===== src/rtl/rgbs_pkg.sv =====
// ----------------------------------------------------------------------------
// rgbs_pkg
// Shared types, codes and helpers of the RGB565 image blit scaler: draw modes,
// register indexes, header positions, controller states and the
// control/status structs between the controller and the datapath.
// ----------------------------------------------------------------------------
package rgbs_pkg;

    localparam int FIELD_BITS     = 16;
    localparam int BYTE_BITS      = 8;
    localparam int COORD_BITS_DEF = 16;
    localparam int CFG_INDEX_BITS = 3;

    // floor(v / 3) for v below 64 as (v * 171) >> 9
    localparam int DIV3_MUL   = 171;
    localparam int DIV3_SHIFT = 9;

    localparam logic [CFG_INDEX_BITS-1:0] REG_ORIGIN_X  = 3'd0;
    localparam logic [CFG_INDEX_BITS-1:0] REG_ORIGIN_Y  = 3'd1;
    localparam logic [CFG_INDEX_BITS-1:0] REG_LIMIT_X   = 3'd2;
    localparam logic [CFG_INDEX_BITS-1:0] REG_LIMIT_Y   = 3'd3;
    localparam logic [CFG_INDEX_BITS-1:0] REG_DRAW_MODE = 3'd4;

    localparam logic [2:0] HP_BYTE0     = 3'd0;
    localparam logic [2:0] HP_WIDTH_HI  = 3'd2;
    localparam logic [2:0] HP_WIDTH_LO  = 3'd3;
    localparam logic [2:0] HP_HEIGHT_HI = 3'd4;
    localparam logic [2:0] HP_HEIGHT_LO = 3'd5;
    localparam logic [2:0] HP_PIXELS    = 3'd6;
    localparam logic [2:0] HP_DONE      = 3'd7;

    typedef enum logic [1:0] {
        MODE_PLAIN  = 2'd0,
        MODE_SCALED = 2'd1,
        MODE_DIM    = 2'd2,
        MODE_OFF    = 2'd3
    } draw_mode_t;

    typedef enum logic [2:0] {
        ST_IDLE,
        ST_DIV_X_GO,
        ST_DIV_X_WAIT,
        ST_DIV_Y_WAIT,
        ST_EMIT
    } rgbs_state_t;

    typedef struct packed {
        logic accept;
        logic div_start;
        logic div_sel_y;
        logic save_x;
        logic load_out;
    } rgbs_cmd_t;

    typedef struct packed {
        logic res_now;
        logic res_div;
        logic div_busy;
        logic out_free;
    } rgbs_status_t;

    function automatic logic [FIELD_BITS-1:0] dim_color(input logic [FIELD_BITS-1:0] color);
        logic [13:0] red_p;
        logic [13:0] green_p;
        logic [13:0] blue_p;
        red_p   = 14'(color[15:11]) * 14'(DIV3_MUL);
        green_p = 14'(color[10:5]) * 14'(DIV3_MUL);
        blue_p  = 14'(color[4:0]) * 14'(DIV3_MUL);
        return {5'(red_p >> DIV3_SHIFT), 6'(green_p >> DIV3_SHIFT), 5'(blue_p >> DIV3_SHIFT)};
    endfunction

endpackage


===== src/rtl/rgb565_image_blit_scaler_unit.sv =====
// ----------------------------------------------------------------------------
// rgb565_image_blit_scaler_unit
// Parses an RGB565 image byte stream and issues one screen write per pixel,
// either copied at the window origin or scaled into the window.
//
// Usage:
//   Input channel in_valid/in_ready carries image_byte and start_of_image,
//   one file byte per transaction. Bytes 2-5 hold width and height, then
//   pixels follow as big-endian byte pairs.
//   Output channel out_valid/out_ready carries screen_x, screen_y,
//   pixel_color, write_valid and image_done, one transaction per pixel
//   (plus one for an empty image).
//   Header bytes, first pixel bytes and bytes after the image are taken
//   in ST_IDLE; the last header byte of an empty image also passes ST_EMIT.
//   A second pixel byte passes ST_EMIT in plain and off modes; in the
//   scaled modes it first passes the bit-serial divider, which runs once
//   for the column and once for the row.
//   The output register holds one result; a new byte is taken while it
//   waits. When the receiver stalls and a second result is ready, input
//   stops until the output register frees up.
//   Reset clears the parser, the output valid flag and the configuration
//   (limits to all ones, plain mode). Write configuration only when idle.
// ----------------------------------------------------------------------------
module rgb565_image_blit_scaler_unit #(
    parameter int COORD_BITS = rgbs_pkg::COORD_BITS_DEF
) (
    input  logic                                clk,
    input  logic                                rst_n,
    input  logic                                cfg_write,
    input  logic [rgbs_pkg::CFG_INDEX_BITS-1:0] cfg_index,
    input  logic [rgbs_pkg::FIELD_BITS-1:0]     cfg_data,
    input  logic                                in_valid,
    output logic                                in_ready,
    input  logic [rgbs_pkg::BYTE_BITS-1:0]      image_byte,
    input  logic                                start_of_image,
    output logic                                out_valid,
    input  logic                                out_ready,
    output logic [rgbs_pkg::FIELD_BITS-1:0]     screen_x,
    output logic [rgbs_pkg::FIELD_BITS-1:0]     screen_y,
    output logic [rgbs_pkg::FIELD_BITS-1:0]     pixel_color,
    output logic                                write_valid,
    output logic                                image_done
);

    rgbs_pkg::rgbs_cmd_t    cmd;
    rgbs_pkg::rgbs_status_t status;

    rgbs_ctrl u_ctrl (
        .clk      (clk),
        .rst_n    (rst_n),
        .in_valid (in_valid),
        .in_ready (in_ready),
        .status   (status),
        .cmd      (cmd)
    );

    rgbs_datapath #(
        .COORD_BITS (COORD_BITS)
    ) u_datapath (
        .clk            (clk),
        .rst_n          (rst_n),
        .cfg_write      (cfg_write),
        .cfg_index      (cfg_index),
        .cfg_data       (cfg_data),
        .image_byte     (image_byte),
        .start_of_image (start_of_image),
        .cmd            (cmd),
        .status         (status),
        .out_ready      (out_ready),
        .out_valid      (out_valid),
        .screen_x       (screen_x),
        .screen_y       (screen_y),
        .pixel_color    (pixel_color),
        .write_valid    (write_valid),
        .image_done     (image_done)
    );

endmodule


===== src/rtl/rgbs_div.sv =====
// ----------------------------------------------------------------------------
// rgbs_div
// Restoring divider, one quotient bit per cycle. The upper part of the
// dividend must be below the divisor, so the quotient fits QUOT_BITS bits.
// ----------------------------------------------------------------------------
module rgbs_div #(
    parameter int QUOT_BITS = rgbs_pkg::COORD_BITS_DEF
) (
    input  logic                                      clk,
    input  logic                                      rst_n,
    input  logic                                      start,
    input  logic [rgbs_pkg::FIELD_BITS+QUOT_BITS-1:0] dividend,
    input  logic [rgbs_pkg::FIELD_BITS-1:0]           divisor,
    output logic                                      busy,
    output logic [QUOT_BITS-1:0]                      quotient
);

    localparam int FB       = rgbs_pkg::FIELD_BITS;
    localparam int CNT_BITS = $clog2(QUOT_BITS);

    logic                 busy_reg;
    logic                 busy_next;
    logic [CNT_BITS-1:0]  cnt_reg;
    logic [CNT_BITS-1:0]  cnt_next;
    logic [FB-1:0]        rem_reg;
    logic [FB-1:0]        rem_next;
    logic [QUOT_BITS-1:0] quot_reg;
    logic [QUOT_BITS-1:0] quot_next;
    logic [FB-1:0]        divisor_reg;
    logic [FB:0]          trial;
    logic                 fits;

    always_comb
    begin
        trial     = {rem_reg, quot_reg[QUOT_BITS-1]};
        fits      = (trial >= {1'b0, divisor_reg});
        busy_next = busy_reg;
        cnt_next  = cnt_reg;
        rem_next  = rem_reg;
        quot_next = quot_reg;
        if (start)
        begin
            busy_next = 1'b1;
            cnt_next  = CNT_BITS'(QUOT_BITS - 1);
            rem_next  = dividend[FB+QUOT_BITS-1:QUOT_BITS];
            quot_next = dividend[QUOT_BITS-1:0];
        end
        else if (busy_reg)
        begin
            rem_next  = fits ? FB'(trial - {1'b0, divisor_reg}) : trial[FB-1:0];
            quot_next = {quot_reg[QUOT_BITS-2:0], fits};
            if (cnt_reg == '0)
            begin
                busy_next = 1'b0;
            end
            else
            begin
                cnt_next = cnt_reg - CNT_BITS'(1);
            end
        end
    end

    always_ff @(posedge clk or negedge rst_n)
    begin
        if (!rst_n)
        begin
            busy_reg <= 1'b0;
            cnt_reg  <= '0;
        end
        else
        begin
            busy_reg <= busy_next;
            cnt_reg  <= cnt_next;
        end
    end

    always_ff @(posedge clk)
    begin
        rem_reg  <= rem_next;
        quot_reg <= quot_next;
        if (start)
        begin
            divisor_reg <= divisor;
        end
    end

    assign busy     = busy_reg;
    assign quotient = quot_reg;

endmodule


===== src/rtl/rgbs_datapath.sv =====
// ----------------------------------------------------------------------------
// rgbs_datapath
// Configuration registers, image header parser, pixel counters, scale
// multiplier and divider, result formatting and the output register.
// ----------------------------------------------------------------------------
module rgbs_datapath #(
    parameter int COORD_BITS = rgbs_pkg::COORD_BITS_DEF
) (
    input  logic                                clk,
    input  logic                                rst_n,
    input  logic                                cfg_write,
    input  logic [rgbs_pkg::CFG_INDEX_BITS-1:0] cfg_index,
    input  logic [rgbs_pkg::FIELD_BITS-1:0]     cfg_data,
    input  logic [rgbs_pkg::BYTE_BITS-1:0]      image_byte,
    input  logic                                start_of_image,
    input  rgbs_pkg::rgbs_cmd_t                 cmd,
    output rgbs_pkg::rgbs_status_t              status,
    input  logic                                out_ready,
    output logic                                out_valid,
    output logic [rgbs_pkg::FIELD_BITS-1:0]     screen_x,
    output logic [rgbs_pkg::FIELD_BITS-1:0]     screen_y,
    output logic [rgbs_pkg::FIELD_BITS-1:0]     pixel_color,
    output logic                                write_valid,
    output logic                                image_done
);

    localparam int FB = rgbs_pkg::FIELD_BITS;
    localparam int CB = COORD_BITS;

    // configuration
    logic [CB-1:0]          origin_x_reg;
    logic [CB-1:0]          origin_y_reg;
    logic [CB-1:0]          limit_x_reg;
    logic [CB-1:0]          limit_y_reg;
    rgbs_pkg::draw_mode_t   draw_mode_reg;

    // parser state
    logic [2:0]    header_pos_reg;
    logic [2:0]    header_pos_next;
    logic [FB-1:0] image_width_reg;
    logic [FB-1:0] image_width_next;
    logic [FB-1:0] image_height_reg;
    logic [FB-1:0] image_height_next;
    logic [FB-1:0] column_count_reg;
    logic [FB-1:0] column_count_next;
    logic [FB-1:0] row_count_reg;
    logic [FB-1:0] row_count_next;
    logic [7:0]    high_byte_reg;
    logic [7:0]    high_byte_next;
    logic          byte_phase_reg;
    logic          byte_phase_next;

    logic [2:0]    hp_eff;
    logic [FB-1:0] col_inc;
    logic [FB-1:0] row_inc;
    logic          empty_res;
    logic          pixel_res;
    logic          last_pixel;
    logic          scaled_mode;

    // pending transaction
    logic [FB-1:0] pend_col_reg;
    logic [FB-1:0] pend_row_reg;
    logic [FB-1:0] pend_color_reg;
    logic          pend_done_reg;
    logic          pend_empty_reg;
    logic [CB-1:0] qx_reg;

    // scale unit
    logic [CB-1:0]    span_x;
    logic [CB-1:0]    span_y;
    logic [FB-1:0]    mul_a;
    logic [CB-1:0]    mul_b;
    logic [FB+CB-1:0] product;
    logic [FB-1:0]    div_divisor;
    logic             div_busy;
    logic [CB-1:0]    div_quotient;

    // result
    logic [CB-1:0] res_x;
    logic [CB-1:0] res_y;
    logic [FB-1:0] res_color;
    logic          res_valid;

    logic          out_valid_reg;
    logic [FB-1:0] screen_x_reg;
    logic [FB-1:0] screen_y_reg;
    logic [FB-1:0] pixel_color_reg;
    logic          write_valid_reg;
    logic          image_done_reg;

    always_ff @(posedge clk or negedge rst_n)
    begin
        if (!rst_n)
        begin
            origin_x_reg  <= '0;
            origin_y_reg  <= '0;
            limit_x_reg   <= '1;
            limit_y_reg   <= '1;
            draw_mode_reg <= rgbs_pkg::MODE_PLAIN;
        end
        else if (cfg_write)
        begin
            case (cfg_index)
                rgbs_pkg::REG_ORIGIN_X:  origin_x_reg  <= cfg_data[CB-1:0];
                rgbs_pkg::REG_ORIGIN_Y:  origin_y_reg  <= cfg_data[CB-1:0];
                rgbs_pkg::REG_LIMIT_X:   limit_x_reg   <= cfg_data[CB-1:0];
                rgbs_pkg::REG_LIMIT_Y:   limit_y_reg   <= cfg_data[CB-1:0];
                rgbs_pkg::REG_DRAW_MODE: draw_mode_reg <= rgbs_pkg::draw_mode_t'(cfg_data[1:0]);
                default: ;
            endcase
        end
    end

    always_comb
    begin
        hp_eff            = start_of_image ? rgbs_pkg::HP_BYTE0 : header_pos_reg;
        header_pos_next   = header_pos_reg;
        image_width_next  = image_width_reg;
        image_height_next = image_height_reg;
        column_count_next = column_count_reg;
        row_count_next    = row_count_reg;
        high_byte_next    = high_byte_reg;
        byte_phase_next   = byte_phase_reg;
        col_inc           = column_count_reg + FB'(1);
        row_inc           = row_count_reg + FB'(1);
        empty_res         = 1'b0;
        pixel_res         = 1'b0;
        last_pixel        = 1'b0;

        case (hp_eff)
            rgbs_pkg::HP_WIDTH_HI:  image_width_next[15:8]  = image_byte;
            rgbs_pkg::HP_WIDTH_LO:  image_width_next[7:0]   = image_byte;
            rgbs_pkg::HP_HEIGHT_HI: image_height_next[15:8] = image_byte;
            rgbs_pkg::HP_HEIGHT_LO: image_height_next[7:0]  = image_byte;
            default: ;
        endcase

        if (hp_eff < rgbs_pkg::HP_PIXELS)
        begin
            header_pos_next = hp_eff + 3'd1;
            if (hp_eff == rgbs_pkg::HP_HEIGHT_LO)
            begin
                column_count_next = '0;
                row_count_next    = '0;
                high_byte_next    = '0;
                byte_phase_next   = 1'b0;
                if (image_width_next == '0 || image_height_next == '0)
                begin
                    header_pos_next = rgbs_pkg::HP_DONE;
                    empty_res       = 1'b1;
                end
            end
        end
        else if (hp_eff == rgbs_pkg::HP_PIXELS)
        begin
            if (!byte_phase_reg)
            begin
                high_byte_next  = image_byte;
                byte_phase_next = 1'b1;
            end
            else
            begin
                byte_phase_next = 1'b0;
                pixel_res       = 1'b1;
                if (col_inc >= image_width_reg)
                begin
                    column_count_next = '0;
                    row_count_next    = row_inc;
                    if (row_inc >= image_height_reg)
                    begin
                        last_pixel      = 1'b1;
                        header_pos_next = rgbs_pkg::HP_DONE;
                    end
                end
                else
                begin
                    column_count_next = col_inc;
                end
            end
        end
    end

    always_ff @(posedge clk or negedge rst_n)
    begin
        if (!rst_n)
        begin
            header_pos_reg   <= rgbs_pkg::HP_BYTE0;
            image_width_reg  <= '0;
            image_height_reg <= '0;
            column_count_reg <= '0;
            row_count_reg    <= '0;
            high_byte_reg    <= '0;
            byte_phase_reg   <= 1'b0;
        end
        else if (cmd.accept)
        begin
            header_pos_reg   <= header_pos_next;
            image_width_reg  <= image_width_next;
            image_height_reg <= image_height_next;
            column_count_reg <= column_count_next;
            row_count_reg    <= row_count_next;
            high_byte_reg    <= high_byte_next;
            byte_phase_reg   <= byte_phase_next;
        end
    end

    always_ff @(posedge clk)
    begin
        if (cmd.accept && pixel_res)
        begin
            pend_col_reg   <= column_count_reg;
            pend_row_reg   <= row_count_reg;
            pend_color_reg <= {high_byte_reg, image_byte};
            pend_done_reg  <= last_pixel;
            pend_empty_reg <= 1'b0;
        end
        else if (cmd.accept && empty_res)
        begin
            pend_done_reg  <= 1'b1;
            pend_empty_reg <= 1'b1;
        end
        if (cmd.save_x)
        begin
            qx_reg <= div_quotient;
        end
    end

    assign scaled_mode = draw_mode_reg inside {rgbs_pkg::MODE_SCALED, rgbs_pkg::MODE_DIM};

    // target = origin + floor(index * span / length)
    assign span_x      = (limit_x_reg >= origin_x_reg) ? limit_x_reg - origin_x_reg : '0;
    assign span_y      = (limit_y_reg >= origin_y_reg) ? limit_y_reg - origin_y_reg : '0;
    assign mul_a       = cmd.div_sel_y ? pend_row_reg : pend_col_reg;
    assign mul_b       = cmd.div_sel_y ? span_y : span_x;
    assign product     = (FB+CB)'(mul_a) * (FB+CB)'(mul_b);
    assign div_divisor = cmd.div_sel_y ? image_height_reg : image_width_reg;

    rgbs_div #(
        .QUOT_BITS (CB)
    ) u_div (
        .clk      (clk),
        .rst_n    (rst_n),
        .start    (cmd.div_start),
        .dividend (product),
        .divisor  (div_divisor),
        .busy     (div_busy),
        .quotient (div_quotient)
    );

    always_comb
    begin
        res_x     = '0;
        res_y     = '0;
        res_color = pend_color_reg;
        case (draw_mode_reg)
            rgbs_pkg::MODE_PLAIN:
            begin
                res_x = pend_col_reg[CB-1:0] + origin_x_reg;
                res_y = pend_row_reg[CB-1:0] + origin_y_reg;
            end
            rgbs_pkg::MODE_SCALED:
            begin
                res_x = origin_x_reg + qx_reg;
                res_y = origin_y_reg + div_quotient;
            end
            rgbs_pkg::MODE_DIM:
            begin
                res_x     = origin_x_reg + qx_reg;
                res_y     = origin_y_reg + div_quotient;
                res_color = rgbs_pkg::dim_color(pend_color_reg);
            end
            rgbs_pkg::MODE_OFF: ;
            default: ;
        endcase
        res_valid = (draw_mode_reg != rgbs_pkg::MODE_OFF)
                    && (res_x <= limit_x_reg) && (res_y <= limit_y_reg);
        // empty image: done marker only
        if (pend_empty_reg)
        begin
            res_x     = '0;
            res_y     = '0;
            res_color = '0;
            res_valid = 1'b0;
        end
    end

    always_ff @(posedge clk or negedge rst_n)
    begin
        if (!rst_n)
        begin
            out_valid_reg <= 1'b0;
        end
        else if (cmd.load_out)
        begin
            out_valid_reg <= 1'b1;
        end
        else if (out_ready)
        begin
            out_valid_reg <= 1'b0;
        end
    end

    always_ff @(posedge clk)
    begin
        if (cmd.load_out)
        begin
            screen_x_reg    <= FB'(res_x);
            screen_y_reg    <= FB'(res_y);
            pixel_color_reg <= res_color;
            write_valid_reg <= res_valid;
            image_done_reg  <= pend_done_reg;
        end
    end

    assign status.res_now  = cmd.accept ? (empty_res || (pixel_res && !scaled_mode)) : 1'b0;
    assign status.res_div  = cmd.accept ? (pixel_res && scaled_mode) : 1'b0;
    assign status.div_busy = div_busy;
    assign status.out_free = !out_valid_reg || out_ready;

    assign out_valid   = out_valid_reg;
    assign screen_x    = screen_x_reg;
    assign screen_y    = screen_y_reg;
    assign pixel_color = pixel_color_reg;
    assign write_valid = write_valid_reg;
    assign image_done  = image_done_reg;

endmodule


===== src/rtl/rgbs_ctrl.sv =====
// ----------------------------------------------------------------------------
// rgbs_ctrl
// Controller: accepts bytes, sequences the two scale divisions of a pixel
// and hands each result to the output register.
// ----------------------------------------------------------------------------
module rgbs_ctrl (
    input  logic                   clk,
    input  logic                   rst_n,
    input  logic                   in_valid,
    output logic                   in_ready,
    input  rgbs_pkg::rgbs_status_t status,
    output rgbs_pkg::rgbs_cmd_t    cmd
);

    rgbs_pkg::rgbs_state_t state_reg;
    rgbs_pkg::rgbs_state_t state_next;

    always_ff @(posedge clk or negedge rst_n)
    begin
        if (!rst_n)
        begin
            state_reg <= rgbs_pkg::ST_IDLE;
        end
        else
        begin
            state_reg <= state_next;
        end
    end

    always_comb
    begin
        state_next = state_reg;
        in_ready   = 1'b0;
        cmd        = '0;
        case (state_reg)
            rgbs_pkg::ST_IDLE:
            begin
                in_ready   = 1'b1;
                cmd.accept = in_valid;
                if (status.res_div)
                begin
                    state_next = rgbs_pkg::ST_DIV_X_GO;
                end
                else if (status.res_now)
                begin
                    state_next = rgbs_pkg::ST_EMIT;
                end
            end
            rgbs_pkg::ST_DIV_X_GO:
            begin
                cmd.div_start = 1'b1;
                state_next    = rgbs_pkg::ST_DIV_X_WAIT;
            end
            rgbs_pkg::ST_DIV_X_WAIT:
            begin
                if (!status.div_busy)
                begin
                    cmd.save_x    = 1'b1;
                    cmd.div_start = 1'b1;
                    cmd.div_sel_y = 1'b1;
                    state_next    = rgbs_pkg::ST_DIV_Y_WAIT;
                end
            end
            rgbs_pkg::ST_DIV_Y_WAIT:
            begin
                if (!status.div_busy)
                begin
                    state_next = rgbs_pkg::ST_EMIT;
                end
            end
            rgbs_pkg::ST_EMIT:
            begin
                if (status.out_free)
                begin
                    cmd.load_out = 1'b1;
                    state_next   = rgbs_pkg::ST_IDLE;
                end
            end
            default:
            begin
                state_next = rgbs_pkg::ST_IDLE;
            end
        endcase
    end

`ifndef SYNTHESIS
    a_start_idle_divider: assert property (@(posedge clk) disable iff (!rst_n)
        cmd.div_start |-> !status.div_busy)
        else $error("divider started while busy");

    a_start_sets_busy: assert property (@(posedge clk) disable iff (!rst_n)
        cmd.div_start |=> status.div_busy)
        else $error("divider not busy after start");

    a_no_accept_while_dividing: assert property (@(posedge clk) disable iff (!rst_n)
        status.div_busy |-> !in_ready)
        else $error("input taken during a division");

    a_scaled_pixel_divides: assert property (@(posedge clk) disable iff (!rst_n)
        (in_valid && in_ready && status.res_div) |=> cmd.div_start)
        else $error("scaled pixel did not start a division");
`endif

endmodule

===== config.mk =====
export PLATFORM = sky130hd
export DESIGN_NAME = rgb565_image_blit_scaler_unit
export DESIGN_NICKNAME = d
export VERILOG_FILES = /design/src/rtl/rgbs_pkg.sv /design/src/rtl/rgb565_image_blit_scaler_unit.sv /design/src/rtl/rgbs_div.sv /design/src/rtl/rgbs_datapath.sv /design/src/rtl/rgbs_ctrl.sv
export SDC_FILE = /design/constraint.sdc
export NUM_CORES = 2
export LEC_CHECK = 0
export ABC_AREA = 0
export BUFFER_PORTS_ARGS = -buffer_cell sky130_fd_sc_hd__buf_4
export CAP_MARGIN = 20
export CORE_ASPECT_RATIO = 1.4
export CORE_MARGIN = 1.5
export CORE_UTILIZATION = 47
export CTS_CLUSTER_DIAMETER = 120
export DETAILED_ROUTE_END_ITERATION = 7
export GPL_TIMING_DRIVEN = 0
export PLACE_DENSITY_LB_ADDON = 0.15
export SYNTH_ARGS = -nofsm -noshare
export SYNTH_HDL_FRONTEND = slang
export SYNTH_SLANG_ARGS = --single-unit
export TNS_END_PERCENT = 50

===== constraint.sdc =====
create_clock -name clk -period 9.6 [get_ports clk]
set_input_delay 0.48 -clock clk [delete_from_list [all_inputs] [get_ports clk]]
set_output_delay 0.48 -clock clk [all_outputs]
set_load 0.05 [all_outputs]

==> results.toml <==
[drt]
route.vias.total = 22400
wirelength_um = 86800
drt-initial-drc-count = 1486
route.detailed.wl_per_inst_um = 21.8
viasPerCell = 5.62
drtPass1Iterations = 5
detail_route.drc_violations = 0
ant_nets = 0

[yosys]
async_reset_ff_share_pct = 47.9
postSynth.topFlopCell = "edfxtp_1"
synth.net_count = 3560
ys.warnings.count = 0
post_synth_instance_area_um2 = 28700
netlist_top_cells_area = "edfxtp_1 (17%), fa_1 (15%), ha_1 (13%)"
cell_taking_the_most_area_after_synthesis = "edfxtp_1"
synth_edf_count = 163
synth-seq-cells = 315
synth_cell_types = 92
synth_top_area_share_pct = 17.0
synth_seq_area_share_pct = 30.4
syn-mean-instance-area_um2 = 9.57
syn_inst_count = 3003

[run_status]
status = "completed"

[clock_tree]
worst_skew_pair_later_pin_latency_ps = 560
cts_sinks = 315
tritoncts.num_buffers = 36
htree_levels = 2
cts-root-buf = "clkbuf_16"
clock_transition_at_the_register_clock_pins_on_the_worst_setup_and_hold_paths_after_cts_ps = 60
tritoncts = "built"
cts-root-to-sink-buffers = 3

[floorplanning]
die_h_um = 296
io_pins = 85
die_width_um = 212
core_ar_um2 = 60600
die_outline_area_um2 = 62700
placement_rows = 107
initial_core_util_pct = 47.4

[timing]
fin_hold_ws_ps = 172
clock.fmax_mhz = 108
fin_crit_ps = 9270
grt_setup_unrepaired = "no"
max_slew_margin_pct = 22.4
skew_ps = 29.5
pin_slew_with_the_least_headroom_to_its_limit_ps = 1130
finalCritPeriodShare_pct = 96.6
finalHoldViolCount = 0
drv_slew = 0
setup_viol = 0

[min_path]
min-delay-path-class = "in2reg"
timing.hold.worst_path_depth = 3
hold-path-endpoint = "u_datapath.origin_x_reg[11]"
worst_hold_startpoint = "cfg_data[11]"

[cells_and_area]
finalNetCount = 3701
fillers = 5578
layoutNonFillerInstCount = 3990
syn_to_final_growth_pct = 11.2
share_of_post_route_cells_with_drive_strength_above_1_pct = 11.5

[worst_setup_path]
ff2ff_setup_slack_ps = 330
critPathMostFrequentCell = "fa_1"
required_ps = 9900
r2r_start = "u_datapath.limit_x_reg[0]"
critical_path.max_stage_delay_ps = 620
crit_path_start_kind = "flip-flop"
worst_setup_path_class = "reg2reg"
reg2reg_to = "u_datapath.u_div.rem_reg[15]"
count_of_cells_along_the_worst_register_to_register_path = 35
timing.critical_path.arrival_ps = 9570
crit_path_end_kind = "flip-flop"
critical-path-slowest-cell = "fa_1"
cp_max_fanout = 10

[global_routing]
vias_in_the_first_global_route = 23300
initial_antenna_violation_count = 1
groute.usage.overall_pct = 28.5
grt_pass1_wl_um = 134000
grt_overflow = 0
grt_start_max_net_pins = 89

[placement]
placed_cells_incl_taps = 3914
port_buffers = 84
gp_congestion = 0.987
estimated_wirelength_of_the_detail_placed_design_um = 71600

[run]
timing.max_cap.violations = 0
-- kinds of logic (layout without fill, tap and decap cells) --
family	count (synthesis)	count (layout)	synth area share, %
other	0	1	0
xor gates and xnor gates	121	121	3.69
muxes	125	125	4.72
and+or+nand+nor	885	885	14.0
AOI/OAI and AO/OA	538	538	12.1
DFF	315	315	30.4
adders and majority gates	524	524	28.5
buffers and inverters	495	664	6.62
-- worst max-delay path, delay by kind of cell, from the launching register on --
family	cells	cell delay [ps]
AOI/OAI and AO/OA	14	2900
adders and majority gates	9	4300
buffers and inverters	8	720
DFF	1	530
and+or+nand+nor	4	540
-- layout make-up --
class	instances	area, µm²	share of cell area, %
repair buffers	106	875	2.74
multi-input cells	2193	18200	56.9
inverters	410	1540	4.81
plain buffers	82	374	1.17
diodes	1	2.50	0.00783
clock buffers	53	1070	3.34
clock inverters	13	153	0.477
flip-flops and latches	315	8730	27.3
well taps	817	1020	3.20
-- per-stage QoR --
step                util [%]  instance area (µm²)  setup WS [ps]  setup TNS [ps]
finish                  52.7                32000            329               0
global route            52.7                32000          0.341               0
CTS                     52.5                31800           1.06               0
detailed placement      50.4                30600           -307            -949
global placement        50.1                30400           -222            -610
floorplan                  -                28700           1210               0
-- Yosys cell counts, drive strengths merged (9+ instances only) --
master / count
a211oi: 18
a21o: 56
a21oi: 103
a22o: 14
a31oi: 18
and2: 40
and3: 20
buf: 28
clkbuf: 57
dfrtp: 119
dfstp: 32
edfxtp: 163
fa: 216
ha: 308
inv: 410
mux2: 83
mux2i: 42
nand2: 364
nand2b: 35
nand3: 42
nand4: 24
nor2: 227
nor2b: 37
nor3: 44
o211ai: 12
o21a: 20
o21ai: 203
o21bai: 11
o31ai: 11
or2: 12
or3: 9
xnor2: 74
xor2: 47
-- worst max-delay path by stage --
stage	from	end	slack (ps)	depth (start not counted)
after detailed placement	u_datapath.limit_x_reg[0]	u_datapath.u_div.rem_reg[10]	-310	33
final	u_datapath.limit_x_reg[0]	u_datapath.u_div.rem_reg[15]	330	35
after CTS	u_datapath.limit_x_reg[0]	u_datapath.u_div.rem_reg[12]	1	33
after global routing	u_ctrl.state_reg[1]	u_datapath.u_div.rem_reg[12]	0.3	29
after global placement	u_datapath.limit_x_reg[0]	u_datapath.u_div.rem_reg[12]	-220	33
after floorplan	u_datapath.limit_x_reg[0]	u_datapath.u_div.rem_reg[12]	1210	33
-- timing repair --
action / 4_1_cts / 5_1_grt
endpoints found under the setup margin: 6 / 10
pin swaps: 1 / 9
hold buffers: 1 / 0
cloned: 0 / 0
endpoints found under the hold margin: 63 / 0
buffers inserted: 1 / 9
gates resized for setup: 5 / 24
-- cells in the final DEF, fill, tap and decap left out, drive strengths merged, types with 56 or more instances in the layout --
| cell | instances |
|---|---|
| ha | 308 |
| fa | 216 |
| a21oi | 103 |
| mux2 | 83 |
| inv | 411 |
| nand2 | 364 |
| dfrtp | 119 |
| o21ai | 203 |
| edfxtp | 163 |
| a21o | 56 |
| buf | 130 |
| nor2 | 227 |
| clkbuf | 110 |
| xnor2 | 74 |
-- per-layer routing --
metal / track usage, % / vias up / wire, µm
met4: 17.1 / 2 / 5990
met1: 32.6 / 11100 / 32900
li1: - / 10400 / -
met2: 51.1 / 668 / 44200
met3: 2.83 / 212 / 3710
met5: 0 / - / 12
Power is not shown: default switching activity piles up to over one toggle a cycle in this logic, so the estimate is an artifact.
